--- src/rtl/core/speq_pkg.sv ---
// ----------------------------------------------------------------------------
// Stereo peaking equaliser package
// Shared types, register codes and the command and status words that pass
// between the controller and the datapath.
// ----------------------------------------------------------------------------
package speq_pkg;

  localparam int DELAY_W   = 32;
  localparam int COEF_W    = 26;
  localparam int CFG_IDX_W = 3;

  typedef enum logic [CFG_IDX_W-1:0] {
    REG_NUM_ZERO     = 3'd0,
    REG_NUM_ONE      = 3'd1,
    REG_NUM_TWO      = 3'd2,
    REG_DEN_ONE      = 3'd3,
    REG_DEN_TWO      = 3'd4,
    REG_INV_NUM_ZERO = 3'd5,
    REG_BOOST_MODE   = 3'd6,
    REG_BYPASS       = 3'd7
  } cfg_reg_t;

  typedef logic signed [COEF_W-1:0] coef_word_t;

  typedef struct packed {
    coef_word_t num_zero;
    coef_word_t num_one;
    coef_word_t num_two;
    coef_word_t den_one;
    coef_word_t den_two;
    coef_word_t inv_num_zero;
  } coef_set_t;

  typedef enum logic [1:0] {
    OPA_M0,
    OPA_M1,
    OPA_W,
    OPA_T
  } opa_sel_t;

  typedef enum logic [2:0] {
    CF_B0,
    CF_B1,
    CF_B2,
    CF_A1,
    CF_A2,
    CF_INV
  } coef_sel_t;

  typedef enum logic [2:0] {
    ACC_HOLD,
    ACC_PROD,
    ACC_ADD,
    ACC_SUB,
    ACC_SHX,
    ACC_SHW
  } acc_op_t;

  typedef enum logic [1:0] {
    LAT_NONE,
    LAT_W_CUT,
    LAT_W_BOOST,
    LAT_T
  } lat_op_t;

  typedef struct packed {
    logic      capture;
    opa_sel_t  opa;
    coef_sel_t coef;
    acc_op_t   acc_op;
    lat_op_t   lat;
    logic      finish;
    logic      pass;
    logic      update;
  } cmd_t;

  typedef struct packed {
    logic out_full;
  } status_t;

  typedef enum logic [4:0] {
    S_IDLE,
    S_CUT0, S_CUT1, S_CUT2, S_CUT3, S_CUT4, S_CUT5, S_CUT6,
    S_BST0, S_BST1, S_BST2, S_BST3, S_BST4, S_BST5, S_BST6,
    S_BST7, S_BST8, S_BST9, S_BST10, S_BST11, S_BST12,
    S_FIN
  } state_t;

endpackage

--- src/rtl/core/speq_ctrl.sv ---
// ----------------------------------------------------------------------------
// Stereo peaking equaliser controller
// Sequences the shared multiplier and accumulator through the cut or boost
// recursion, one product per cycle, and hands each word to the output stage.
// ----------------------------------------------------------------------------
module speq_ctrl (
  input  logic              clk,
  input  logic              rst,
  input  logic              in_valid,
  output logic              in_ready,
  input  logic              boost_mode,
  input  logic              bypass,
  input  speq_pkg::status_t status,
  output speq_pkg::cmd_t    cmd
);

  speq_pkg::state_t state, state_next;

  always_ff @(posedge clk) begin
    if (rst) begin
      state <= speq_pkg::S_IDLE;
    end else begin
      state <= state_next;
    end
  end

  always_comb begin
    state_next  = state;
    in_ready    = 1'b0;
    cmd.capture = 1'b0;
    cmd.opa     = speq_pkg::OPA_M0;
    cmd.coef    = speq_pkg::CF_B0;
    cmd.acc_op  = speq_pkg::ACC_HOLD;
    cmd.lat     = speq_pkg::LAT_NONE;
    cmd.finish  = 1'b0;
    cmd.pass    = 1'b0;
    cmd.update  = 1'b0;
    case (state)
      speq_pkg::S_IDLE: begin
        in_ready = 1'b1;
        if (in_valid) begin
          cmd.capture = 1'b1;
          if (bypass) begin
            state_next = speq_pkg::S_FIN;
          end else if (boost_mode) begin
            state_next = speq_pkg::S_BST0;
          end else begin
            state_next = speq_pkg::S_CUT0;
          end
        end
      end
      speq_pkg::S_CUT0: begin
        cmd.acc_op = speq_pkg::ACC_SHX;
        cmd.opa    = speq_pkg::OPA_M0;
        cmd.coef   = speq_pkg::CF_A1;
        state_next = speq_pkg::S_CUT1;
      end
      speq_pkg::S_CUT1: begin
        cmd.acc_op = speq_pkg::ACC_SUB;
        cmd.opa    = speq_pkg::OPA_M1;
        cmd.coef   = speq_pkg::CF_A2;
        state_next = speq_pkg::S_CUT2;
      end
      speq_pkg::S_CUT2: begin
        cmd.acc_op = speq_pkg::ACC_SUB;
        state_next = speq_pkg::S_CUT3;
      end
      speq_pkg::S_CUT3: begin
        cmd.lat    = speq_pkg::LAT_W_CUT;
        cmd.opa    = speq_pkg::OPA_M0;
        cmd.coef   = speq_pkg::CF_B1;
        state_next = speq_pkg::S_CUT4;
      end
      speq_pkg::S_CUT4: begin
        cmd.acc_op = speq_pkg::ACC_PROD;
        cmd.opa    = speq_pkg::OPA_M1;
        cmd.coef   = speq_pkg::CF_B2;
        state_next = speq_pkg::S_CUT5;
      end
      speq_pkg::S_CUT5: begin
        cmd.acc_op = speq_pkg::ACC_ADD;
        cmd.opa    = speq_pkg::OPA_W;
        cmd.coef   = speq_pkg::CF_B0;
        state_next = speq_pkg::S_CUT6;
      end
      speq_pkg::S_CUT6: begin
        cmd.acc_op = speq_pkg::ACC_ADD;
        state_next = speq_pkg::S_FIN;
      end
      speq_pkg::S_BST0: begin
        cmd.opa    = speq_pkg::OPA_M0;
        cmd.coef   = speq_pkg::CF_B1;
        state_next = speq_pkg::S_BST1;
      end
      speq_pkg::S_BST1: begin
        cmd.acc_op = speq_pkg::ACC_PROD;
        cmd.opa    = speq_pkg::OPA_M1;
        cmd.coef   = speq_pkg::CF_B2;
        state_next = speq_pkg::S_BST2;
      end
      speq_pkg::S_BST2: begin
        cmd.acc_op = speq_pkg::ACC_ADD;
        state_next = speq_pkg::S_BST3;
      end
      speq_pkg::S_BST3: begin
        cmd.lat    = speq_pkg::LAT_T;
        state_next = speq_pkg::S_BST4;
      end
      speq_pkg::S_BST4: begin
        cmd.opa    = speq_pkg::OPA_T;
        cmd.coef   = speq_pkg::CF_INV;
        state_next = speq_pkg::S_BST5;
      end
      speq_pkg::S_BST5: begin
        cmd.acc_op = speq_pkg::ACC_PROD;
        state_next = speq_pkg::S_BST6;
      end
      speq_pkg::S_BST6: begin
        cmd.lat    = speq_pkg::LAT_W_BOOST;
        state_next = speq_pkg::S_BST7;
      end
      speq_pkg::S_BST7: begin
        cmd.acc_op = speq_pkg::ACC_SHW;
        cmd.opa    = speq_pkg::OPA_M0;
        cmd.coef   = speq_pkg::CF_A1;
        state_next = speq_pkg::S_BST8;
      end
      speq_pkg::S_BST8: begin
        cmd.acc_op = speq_pkg::ACC_ADD;
        cmd.opa    = speq_pkg::OPA_M1;
        cmd.coef   = speq_pkg::CF_A2;
        state_next = speq_pkg::S_BST9;
      end
      speq_pkg::S_BST9: begin
        cmd.acc_op = speq_pkg::ACC_ADD;
        state_next = speq_pkg::S_BST10;
      end
      speq_pkg::S_BST10: begin
        cmd.lat    = speq_pkg::LAT_T;
        state_next = speq_pkg::S_BST11;
      end
      speq_pkg::S_BST11: begin
        cmd.opa    = speq_pkg::OPA_T;
        cmd.coef   = speq_pkg::CF_INV;
        state_next = speq_pkg::S_BST12;
      end
      speq_pkg::S_BST12: begin
        cmd.acc_op = speq_pkg::ACC_PROD;
        state_next = speq_pkg::S_FIN;
      end
      speq_pkg::S_FIN: begin
        if (!status.out_full) begin
          cmd.finish = 1'b1;
          cmd.pass   = bypass;
          cmd.update = !bypass;
          state_next = speq_pkg::S_IDLE;
        end
      end
      default: begin
        state_next = speq_pkg::S_IDLE;
      end
    endcase
  end

endmodule

--- src/rtl/core/speq_dpath.sv ---
// ----------------------------------------------------------------------------
// Stereo peaking equaliser datapath
// Delay words per channel, one shared multiplier with a product register, an
// accumulator with rounding and saturation, and the output register.
// ----------------------------------------------------------------------------
module speq_dpath #(
  parameter int SAMPLE_BITS    = 24,
  parameter int COEF_FRAC_BITS = 22,
  parameter int CHANNELS       = 2
) (
  input  logic                          clk,
  input  logic                          rst,
  input  speq_pkg::cmd_t                cmd,
  output speq_pkg::status_t             status,
  input  speq_pkg::coef_set_t           coef,
  input  logic signed [SAMPLE_BITS-1:0] sample_in,
  input  logic                          channel,
  output logic                          out_valid,
  input  logic                          out_ready,
  output logic signed [SAMPLE_BITS-1:0] sample_out,
  output logic                          channel_out
);

  localparam int DW     = speq_pkg::DELAY_W;
  localparam int PROD_W = DW + speq_pkg::COEF_W;
  localparam int SH_W   = DW + COEF_FRAC_BITS;
  localparam int ACC_W  = ((PROD_W > SH_W) ? PROD_W : SH_W) + 2;
  localparam int EXT_W  = ACC_W + 2;
  localparam int IDX_W  = (CHANNELS > 1) ? $clog2(CHANNELS) : 1;
  localparam logic signed [EXT_W-1:0] HALF =
    {{(EXT_W-1){1'b0}}, 1'b1} << (COEF_FRAC_BITS - 1);

  logic signed [DW-1:0]     m0_st [CHANNELS];
  logic signed [DW-1:0]     m1_st [CHANNELS];
  logic signed [DW-1:0]     x_reg;
  logic signed [DW-1:0]     m0;
  logic signed [DW-1:0]     m1;
  logic signed [DW-1:0]     w_reg;
  logic signed [DW-1:0]     t_reg;
  logic                     ch_reg;
  logic [IDX_W-1:0]         idx;
  logic [IDX_W-1:0]         in_idx;
  logic signed [PROD_W-1:0] prod;
  logic signed [ACC_W-1:0]  acc;
  logic signed [ACC_W-1:0]  acc_next;
  logic signed [DW-1:0]     opa_val;
  speq_pkg::coef_word_t     coef_val;
  logic signed [EXT_W-1:0]  rq;
  logic signed [EXT_W-1:0]  diff;

  function automatic logic signed [EXT_W-1:0] round_q(input logic signed [ACC_W-1:0] v);
    logic signed [EXT_W-1:0] s;
    s = EXT_W'(v) + HALF;
    return s >>> COEF_FRAC_BITS;
  endfunction

  function automatic logic signed [DW-1:0] sat_word(input logic signed [EXT_W-1:0] v);
    logic [EXT_W-DW:0] hi;
    hi = v[EXT_W-1:DW-1];
    if (&hi || ~|hi) begin
      return v[DW-1:0];
    end else if (v[EXT_W-1]) begin
      return {1'b1, {(DW-1){1'b0}}};
    end else begin
      return {1'b0, {(DW-1){1'b1}}};
    end
  endfunction

  function automatic logic signed [SAMPLE_BITS-1:0] sat_sample(
    input logic signed [EXT_W-1:0] v
  );
    logic [EXT_W-SAMPLE_BITS:0] hi;
    hi = v[EXT_W-1:SAMPLE_BITS-1];
    if (&hi || ~|hi) begin
      return v[SAMPLE_BITS-1:0];
    end else if (v[EXT_W-1]) begin
      return {1'b1, {(SAMPLE_BITS-1){1'b0}}};
    end else begin
      return {1'b0, {(SAMPLE_BITS-1){1'b1}}};
    end
  endfunction

  assign in_idx = (CHANNELS == 1) ? '0 : IDX_W'(channel);
  assign status.out_full = out_valid && !out_ready;

  always_comb begin
    case (cmd.opa)
      speq_pkg::OPA_M0: opa_val = m0;
      speq_pkg::OPA_M1: opa_val = m1;
      speq_pkg::OPA_W:  opa_val = w_reg;
      speq_pkg::OPA_T:  opa_val = t_reg;
      default:          opa_val = m0;
    endcase
  end

  always_comb begin
    case (cmd.coef)
      speq_pkg::CF_B0:  coef_val = coef.num_zero;
      speq_pkg::CF_B1:  coef_val = coef.num_one;
      speq_pkg::CF_B2:  coef_val = coef.num_two;
      speq_pkg::CF_A1:  coef_val = coef.den_one;
      speq_pkg::CF_A2:  coef_val = coef.den_two;
      speq_pkg::CF_INV: coef_val = coef.inv_num_zero;
      default:          coef_val = coef.num_zero;
    endcase
  end

  always_comb begin
    case (cmd.acc_op)
      speq_pkg::ACC_HOLD: acc_next = acc;
      speq_pkg::ACC_PROD: acc_next = ACC_W'(prod);
      speq_pkg::ACC_ADD:  acc_next = acc + ACC_W'(prod);
      speq_pkg::ACC_SUB:  acc_next = acc - ACC_W'(prod);
      speq_pkg::ACC_SHX:  acc_next = ACC_W'(x_reg) <<< COEF_FRAC_BITS;
      speq_pkg::ACC_SHW:  acc_next = ACC_W'(w_reg) <<< COEF_FRAC_BITS;
      default:            acc_next = acc;
    endcase
  end

  assign rq   = round_q(acc);
  assign diff = EXT_W'(x_reg) - rq;

  always_ff @(posedge clk) begin
    prod <= PROD_W'(opa_val) * PROD_W'(coef_val);
    acc  <= acc_next;
    if (cmd.capture) begin
      x_reg  <= DW'(sample_in);
      ch_reg <= channel;
      idx    <= in_idx;
      m0     <= m0_st[in_idx];
      m1     <= m1_st[in_idx];
    end
    case (cmd.lat)
      speq_pkg::LAT_NONE:    ;
      speq_pkg::LAT_W_CUT:   w_reg <= sat_word(rq);
      speq_pkg::LAT_W_BOOST: w_reg <= sat_word(diff);
      speq_pkg::LAT_T:       t_reg <= sat_word(rq);
      default:               ;
    endcase
    if (cmd.finish) begin
      sample_out  <= cmd.pass ? x_reg[SAMPLE_BITS-1:0] : sat_sample(rq);
      channel_out <= ch_reg;
    end
  end

  always_ff @(posedge clk) begin
    if (rst) begin
      for (int i = 0; i < CHANNELS; i++) begin
        m0_st[i] <= '0;
        m1_st[i] <= '0;
      end
    end else if (cmd.update) begin
      m0_st[idx] <= w_reg;
      m1_st[idx] <= m0;
    end
  end

  always_ff @(posedge clk) begin
    if (rst) begin
      out_valid <= 1'b0;
    end else if (cmd.finish) begin
      out_valid <= 1'b1;
    end else if (out_ready) begin
      out_valid <= 1'b0;
    end
  end

`ifndef SYNTHESIS
  a_no_overwrite: assert property (@(posedge clk) disable iff (rst)
    cmd.finish |-> !(out_valid && !out_ready))
    else $error("Result written over a word still waiting at the output.");

  a_capture_apart: assert property (@(posedge clk) disable iff (rst)
    cmd.capture |-> !cmd.finish && !cmd.update)
    else $error("New sample taken while a result is being retired.");

  a_writeback: assert property (@(posedge clk) disable iff (rst)
    cmd.update |=> m0_st[idx] == $past(w_reg) && m1_st[idx] == $past(m0))
    else $error("Delay words not updated for the current channel.");
`endif

endmodule

--- src/rtl/core/stereo_peaking_eq_biquad.sv ---
// ----------------------------------------------------------------------------
// Stereo peaking equaliser biquad
// Two-channel direct form II peaking filter with cut, boost and bypass modes,
// one shared multiplier, fixed-point coefficients and saturated outputs.
//
//   Channel  Handshake             Payload
//   input    in_valid / in_ready   sample_in, channel
//   output   out_valid / out_ready sample_out, channel_out
//   config   cfg_we                cfg_index, cfg_data
//
// A cut-mode or boost-mode sample is worked through the single multiplier,
// which issues one product per cycle; a bypassed sample skips the multiplier.
// One sample is in work at a time; the output register holds a finished word
// while the next sample is taken, and a full output stalls only the last step.
// Reset clears the delay words, loads the default coefficients and selects bypass.
// ----------------------------------------------------------------------------
module stereo_peaking_eq_biquad #(
  parameter int SAMPLE_BITS    = 24,
  parameter int COEF_FRAC_BITS = 22,
  parameter int CHANNELS       = 2
) (
  input  logic                                  clk,
  input  logic                                  rst,
  input  logic                                  in_valid,
  output logic                                  in_ready,
  input  logic signed [SAMPLE_BITS-1:0]         sample_in,
  input  logic                                  channel,
  output logic                                  out_valid,
  input  logic                                  out_ready,
  output logic signed [SAMPLE_BITS-1:0]         sample_out,
  output logic                                  channel_out,
  input  logic                                  cfg_we,
  input  logic [speq_pkg::CFG_IDX_W-1:0]        cfg_index,
  input  logic [speq_pkg::COEF_W-1:0]           cfg_data
);

  localparam speq_pkg::coef_word_t COEF_UNITY =
    speq_pkg::coef_word_t'(64'sd1 << COEF_FRAC_BITS);

  speq_pkg::coef_set_t coef;
  logic                boost_mode;
  logic                bypass;
  speq_pkg::cmd_t      cmd;
  speq_pkg::status_t   status;

  always_ff @(posedge clk) begin
    if (rst) begin
      coef.num_zero     <= COEF_UNITY;
      coef.num_one      <= '0;
      coef.num_two      <= '0;
      coef.den_one      <= '0;
      coef.den_two      <= '0;
      coef.inv_num_zero <= COEF_UNITY;
      boost_mode        <= 1'b0;
      bypass            <= 1'b1;
    end else if (cfg_we) begin
      case (speq_pkg::cfg_reg_t'(cfg_index))
        speq_pkg::REG_NUM_ZERO:     coef.num_zero     <= cfg_data;
        speq_pkg::REG_NUM_ONE:      coef.num_one      <= cfg_data;
        speq_pkg::REG_NUM_TWO:      coef.num_two      <= cfg_data;
        speq_pkg::REG_DEN_ONE:      coef.den_one      <= cfg_data;
        speq_pkg::REG_DEN_TWO:      coef.den_two      <= cfg_data;
        speq_pkg::REG_INV_NUM_ZERO: coef.inv_num_zero <= cfg_data;
        speq_pkg::REG_BOOST_MODE:   boost_mode        <= cfg_data[0];
        speq_pkg::REG_BYPASS:       bypass            <= cfg_data[0];
        default:                    ;
      endcase
    end
  end

  speq_ctrl u_ctrl (
    .clk        (clk),
    .rst        (rst),
    .in_valid   (in_valid),
    .in_ready   (in_ready),
    .boost_mode (boost_mode),
    .bypass     (bypass),
    .status     (status),
    .cmd        (cmd)
  );

  speq_dpath #(
    .SAMPLE_BITS    (SAMPLE_BITS),
    .COEF_FRAC_BITS (COEF_FRAC_BITS),
    .CHANNELS       (CHANNELS)
  ) u_dpath (
    .clk         (clk),
    .rst         (rst),
    .cmd         (cmd),
    .status      (status),
    .coef        (coef),
    .sample_in   (sample_in),
    .channel     (channel),
    .out_valid   (out_valid),
    .out_ready   (out_ready),
    .sample_out  (sample_out),
    .channel_out (channel_out)
  );

endmodule

--- config.mk ---
export PLATFORM = sky130hd
export DESIGN_NAME = stereo_peaking_eq_biquad
export DESIGN_NICKNAME = d
export VERILOG_FILES = /design/src/rtl/core/speq_pkg.sv /design/src/rtl/core/speq_ctrl.sv /design/src/rtl/core/speq_dpath.sv /design/src/rtl/core/stereo_peaking_eq_biquad.sv
export SDC_FILE = /design/constraint.sdc
export NUM_CORES = 2
export LEC_CHECK = 0
export BUFFER_PORTS_ARGS = -buffer_cell sky130_fd_sc_hd__buf_4
export CAP_MARGIN = 20
export CORE_MARGIN = 3
export CORE_UTILIZATION = 70
export DETAILED_ROUTE_END_ITERATION = 16
export PLACE_DENSITY = 0.87
export SYNTH_ARGS = -nofsm -noshare
export SYNTH_HDL_FRONTEND = slang
export SYNTH_SLANG_ARGS = --single-unit
--- constraint.sdc ---
create_clock -name clk -period 21.7 [get_ports clk]
set_input_delay 0 -clock clk [delete_from_list [all_inputs] [get_ports clk]]
set_output_delay 0 -clock clk [all_outputs]
set_load 0.02 [all_outputs]
After elaboration in Yosys (flattened, before gate mapping)
Memory sizes are Yosys's and may differ from the RTL's. A register that Yosys moved wholly into a read port is not among the register bits.
Index checks and enable logic that the tools add are counted.
W data, S select, Z words.
- flip-flop bits (word level): 396
- latch bits: 0
- memory bits (writable): 128
- ROM bits: 0
- bits of input ports: 59
- output and inout bits: 27
- word-level logic and storage cells: 150
- memories kept: 2
- $add $sub $neg: 4
- $mul: 1
- div/mod/pow operators: 0
- $lt $le $gt $ge: 0
- equal/unequal tests: 46
- shift-type cells: 0
- muxes and demuxes: 37
- bitwise logic cells: 0
- reduce and logical (&&, ||, !) cells: 42
- memory list (name ; depth ; bits a word ; rd ports ; clocked after memory_dff ; write ports ; RTL line ; text):
    u_dpath.m0_st ; 2 ; 32 ; 1 ; 1 ; 2 ; speq_dpath.sv:33 ; logic signed [DW-1:0] m0_st [CHANNELS];
    u_dpath.m1_st ; 2 ; 32 ; 1 ; 1 ; 2 ; speq_dpath.sv:34 ; logic signed [DW-1:0] m1_st [CHANNELS];
- operator list (kind ; count):
    $pmux W60 S5 ; 1
    $mux W32 ; 6
    $pmux W26 S5 ; 1
    $pmux W32 S4 ; 1
    $pmux W5 S21 ; 1
    $mux W24 ; 3
    $pmux W32 S2 ; 1
    $reduce_or A32 Y1 ; 2
    $add A60 B23 Y61 const B ; 1
    $add A60 B58 Y60 ; 1
    $sub A60 B58 Y60 ; 1
    $mul A32 B26 Y58 ; 1
    $eq A5 B4 Y1 const B ; 8
    $sub A24 B39 Y40 ; 1
    $reduce_and A31 Y1 ; 1
    $reduce_or A31 Y1 ; 1
    $eq A5 B5 Y1 const B ; 6
    $pmux W5 S6 ; 1
    $eq A3 B3 Y1 const B ; 8
    $eq A5 B3 Y1 const B ; 4
    $eq A3 B2 Y1 const B ; 6
    $reduce_and A2 Y1 ; 9
    $reduce_and A17 Y1 ; 1
    $reduce_or A17 Y1 ; 1
    25 further kinds ; 63

Depth between registers and ports, before layout
- word-level depth: 9
- depth in mapped cells: 46
- gate-level depth less buffers: 41

Hierarchy
From an unflattened synthesis, not the netlist that was laid out.
- cells, all modules: 6452
- area, all modules: 62038.2 µm²
- modules (own cells, without submodules) (module ; times used ; cells each ; area an instance (µm²) ; sequential area each (µm²)):
    speq_dpath ; 1 ; 5790 ; 55121.6 ; 12171.7
    stereo_peaking_eq_biquad ; 1 ; 554 ; 6209.7 ; 3163.0
    speq_ctrl ; 1 ; 108 ; 706.9 ; 100.1

Worst setup path after synthesis
OpenSTA, ideal clock, no wires.
- path type: register to register
- start point: register u_ctrl.state[1]
- end point: register u_dpath.prod[56]
- library setup time: 0.106 ns
- arrival: 10.290 ns
- required time: 21.594 ns
- path slack: 11.304 ns
- stages on the path, launching flop included: 43
- buffers on the path: 7
- period minus slack after synthesis: 10.396 ns
- cell sequence: dfxtp_1 clkbuf_1 buf_1 clkbuf_1 a21oi_1 o21bai_1 ha_1 clkbuf_1 nor2_1 a21oi_1 nor3_1 nor2_1 and2_1 clkbuf_1 buf_1 mux2_2 clkbuf_1 nand2_1 [7 not listed] fa_1 fa_1 inv_1 fa_1 inv_1 ha_1 a21o_1 a21o_1 a2111oi_0 o21bai_1 a221oi_1 a21oi_1 o211ai_1 a21boi_0 o21a_1 o21a_1 o21a_1 o311ai_0
- cells in the longest elaborated chain, start to end: 6
- elaborated cells on any way between the ends: 29
- those cells by class: 1 x mul; 19 x eq/ne; 3 x mux; 6 x reduce/logical
- ends and longest elaborated chain (item ; RTL line ; text):
    start, declared ; speq_ctrl.sv:17 ; speq_pkg::state_t state, state_next;
    start signal, assigned ; speq_ctrl.sv:21 ; state <= speq_pkg::S_IDLE;
    start signal, assigned ; speq_ctrl.sv:23 ; state <= state_next;
    $eq A5 B4 Y1 (tied with other cells) ; speq_ctrl.sv:38 ; case (state)
    $reduce_or A2 Y1 (no source line) ; -- ;
    $pmux W5 S6 * ; speq_ctrl.sv:38 ;
    $eq A3 B3 Y1 (tied with other cells) ; speq_dpath.sv:97 ; case (cmd.coef)
    $pmux W26 S5 / $pmux W32 S4 (equally long branches) ; speq_dpath.sv:97, speq_dpath.sv:87 ;
    $mul A32 B26 Y58 * ; speq_dpath.sv:124 ; prod <= PROD_W'(opa_val) * PROD_W'(coef_val);
    end signal, assigned ; speq_dpath.sv:124 ;
    end, declared ; speq_dpath.sv:43 ; logic signed [PROD_W-1:0] prod;
Every way passes the cells marked *; elsewhere a longest branch is shown, timed or not.
A chain may end at the register's enable or synchronous reset.

Final worst setup path
- start point: register u_ctrl.state[4]
- end point: register u_dpath.prod[54]
The elaborated chain is that of the path after synthesis.

==> results.md <==
Clock tree:
- Buffers added to address setup during post-CTS repair amount to 0.
- At the later pin of the worst-skew pair, clock insertion delay measures 0.70 ns.
- TritonCTS built the clock tree.
- Clock-pin slew was measured on the worst setup and hold paths at 0.07 ns.
- The TritonCTS buffer count is between 60 and 70.
- In this run the deepest clock path goes through 3 buffers.
- The tree is rooted in a sky130_fd_sc_hd__clkbuf_16.
- The H-tree was split into 2 levels.
- The clock net in this run drives a total of 588 sinks.

Global routing:
- The first-pass GRT wire length is approximately 290 mm.
- Entering global routing, the biggest net connects roughly 110 pins.
- The number of antenna violations at the first check in global routing was 10.
- The number of global-route vias before repair is 51300.
- Across every metal layer, demand over resource in global routing totals 0.4298.
- The overflow left after global routing is 0.

Place:
- The placed instance count is between 7000 and 8000.
- The total half-perimeter wirelength after legalization and detailed placement is 141.4 mm.
- The routability-driven placement congestion ratio is around 1.1.
- The pre-CTS setup slack is approximately 9.2 ns.
- Input and output buffers added on the ports amount to between 80 and 90.

Timing:
- For the pin with the worst max-slew slack, the measured transition is approximately 1.2 ns.
- Timing would allow up to between 70 and 80 MHz.
- The clock tree skew after final layout is 0.07127 ns.
- Measured against its own limit, the worst slew margin works out to 0.1517.
- The number of pins with negative max-slew slack in the final report is 0.
- Adding up every negative setup slack in the final design gives 0 ns.
- The minimum clock period is about 13 ns.
- The number of hold-slack violations in the final timing report came to 0.
- Setup repair after global routing left no endpoint under its margin.
- Across all setup checks in the final design, the least slack found is around 8.5 ns.
- Dividing the final minimum period by the clock period gives 0.6099.
- Setup violations remaining at the end of the flow were counted as 0.

Finish:
- The largest registers in the layout are coef x156, u_dpath.m0_st x64, u_dpath.m1_st x64.
- After the last flow step, the layout net total stands at approximately 7600.
- The finished layout holds roughly 7600 standard cells, fillers aside.
- coef holds more flip-flops than any other register.
- The share of post-route cells with drive strength above 1 is 0.07823.
- The register with the most flip-flops in the layout has around 160 of them.
- The synthesis-to-layout area growth is 7.815%.

Run:
- The total of max-cap violations is 0.

Yosys:
- The most frequently used cell type in the post-synthesis netlist is sky130_fd_sc_hd__nand2_1.
- The number of enable flip-flop cells after synthesis is between 300 and 400.
- The total number of yosys warnings is 0.
- By area the synthesized netlist is led by sky130_fd_sc_hd__fa_1, sky130_fd_sc_hd__edfxtp_1, sky130_fd_sc_hd__dfxtp_1.
- For this run, the register share of the synthesized area comes to 0.2567.
- Synthesis produced a netlist with a net count of about 7600.
- Synthesis produced roughly 6400 cells.
- The post-synthesis sequential element count is about 590.
- The commonest cells after synthesis are sky130_fd_sc_hd__nand2_1, sky130_fd_sc_hd__inv_1, sky130_fd_sc_hd__fa_1.
- The count of distinct cell types in the synthesized netlist is 94.
- In the synthesized netlist the dominant register cell turns out to be sky130_fd_sc_hd__edfxtp_1.
- The synthesized cell area is 60120 um^2.
- Of all flip-flops after synthesis, the portion carrying an async set or reset was 0.
- The library cell with the largest summed area after synthesis is sky130_fd_sc_hd__fa_1.
- A synthesized cell averages ~9.3 um^2.
- Of the post-synthesis cell area, the dominant cell type holds 0.2850.

Die:
- The count of pins on the block boundary is 86.
- The die is ~300 um tall.
- The number of cell rows is about 110.
- The effective utilization at floorplan is 0.7127.
- The total die area is 89430 um^2.
- In this run the standard cell core region covers roughly 84000 um^2.
- The die is 299.1 um wide.

Setup path:
- The master of the slowest instance on the critical path is sky130_fd_sc_hd__dfxtp_1.
- For the worst setup path, the data arrival time is 13.72 ns.
- The startpoint type of the worst setup path is a flop.
- STA classifies the critical path endpoint as a flop.
- The maximum net fanout on the critical path is between 40 and 50.
- The delay of the slowest cell on the worst path is approximately 0.88 ns.
- For flop-to-flop paths, the worst setup slack is between 8 and 9 ns.
- The worst endpoint required time is 22.18 ns.
- The setup path with the least slack is of type flop to flop.
- Counting stages on the worst path, the most repeated cell is sky130_fd_sc_hd__fa_1.

Route:
- The pre-antenna-repair detailed-routing pass consisted of 7 iterations.
- In this run the remaining antenna-violating nets after routing total 0.
- The routed wire length is 191.2 mm.
- The count of unresolved DRC violations after routing is 0.
- In this run, the number of DRC markers left after iteration 0 of detailed routing was approximately 5800.
- The via total after detailed routing is 49540.
- Dividing the detail-routed wire length by the instance count gives approximately 25 um.
- The number of vias per cell after detailed routing is approximately 6.5.

Outcome:
- The flow ran to the end, and the final reports show no timing, DRC or antenna violations.

Hold path:
- The worst hold path belongs to the class input pin to flop.
==> worst paths after layout <==
kind,from,end,cells past startpoint
worst max-delay path,u_ctrl.state[4],u_dpath.prod[54],39
worst min-delay path,sample_in[23],u_dpath.x_reg[23],2
worst min register to register,coef[145],coef[145],2
worst max register to register,u_ctrl.state[4],u_dpath.prod[54],39
==> kinds of logic after synthesis <==
| kind of cell | count (synthesis) | share of synthesized area |
|---|---|---|
| xor gates and xnor gates | 247 | 0.03598 |
| AOI/OAI and AO/OA | 1005 | 0.1060 |
| muxes | 180 | 0.03288 |
| buffers and inverters | 1236 | 0.07746 |
| and+or+nand+nor | 2066 | 0.1516 |
| DFF | 588 | 0.2567 |
| adders and majority gates | 1117 | 0.3394 |
==> timing repair <==
| action | in CTS | in global routing |
|---|---|---|
| endpoints found under the hold margin | 188 | 0 |
| hold buffers | 63 | 0 |
| gates resized for setup | 0 | 0 |
==> worst max-delay path: cells and delay by family (launching register included) <==
family / cells / cell delay (ns)
flops: 1 / 0.88
compound gates: 9 / 2.35
mux: 1 / 0.64
buf+inv: 8 / 1.45
xor+xnor: 1 / 0.50
simple gates: 11 / 2.78
fa+ha+maj: 9 / 4.33
==> area by class of cell <==
class	count	area, um^2
Tap cell	1134	1419
Sequential cell	588	15430
Fill cell	5629	19540
Multi-Input combinational cell	4615	40280
Antenna cell	9	22.52
Clock inverter	34	391.6
Clock buffer	81	1633
Timing Repair Buffer	252	2163
Inverter	924	3468
==> layer usage <==
metal / GRT usage / part of all wire
met5: 0 / 0.00042
met4: 0.2915 / 0.085
met3: 0.1278 / 0.13
met2: 0.6644 / 0.44
met1: 0.5240 / 0.34
==> layout by cell type, fill, tap and decap left out, types with 33 or more instances in the layout <==
cell type and n:
sky130_fd_sc_hd__a21oi_1 421, sky130_fd_sc_hd__clkbuf_16 62, sky130_fd_sc_hd__nand2_1 1010, sky130_fd_sc_hd__nor3_1 51
sky130_fd_sc_hd__a31oi_1 34, sky130_fd_sc_hd__nor2_1 507, sky130_fd_sc_hd__inv_1 923, sky130_fd_sc_hd__buf_4 177
sky130_fd_sc_hd__xor2_1 111, sky130_fd_sc_hd__mux2_2 130, sky130_fd_sc_hd__a22oi_1 33, sky130_fd_sc_hd__ha_1 261
sky130_fd_sc_hd__nand2b_1 54, sky130_fd_sc_hd__dfxtp_1 222, sky130_fd_sc_hd__and2_1 186, sky130_fd_sc_hd__dlygate4sd3_1 63
sky130_fd_sc_hd__nand3_1 72, sky130_fd_sc_hd__edfxtp_1 366, sky130_fd_sc_hd__a21o_1 92, sky130_fd_sc_hd__o21ai_0 155
sky130_fd_sc_hd__fa_1 856, sky130_fd_sc_hd__a222oi_1 49, sky130_fd_sc_hd__xnor2_1 136
==> stage by stage <==
step	utilization	instance area, um^2	hold WS [ns]
4_1_cts	0.7664	64650	0.01755
5_1_grt	0.7681	64790	0.03259
3_5_place_dp	0.7349	61990	0.1795
2_1_floorplan	-	60120	0.09887
3_3_place_gp	0.7340	61910	0.1786
6_report	0.7684	64820	0.02426
Power is not shown: default switching activity piles up to over one toggle a cycle in this logic, so the estimate is an artifact.
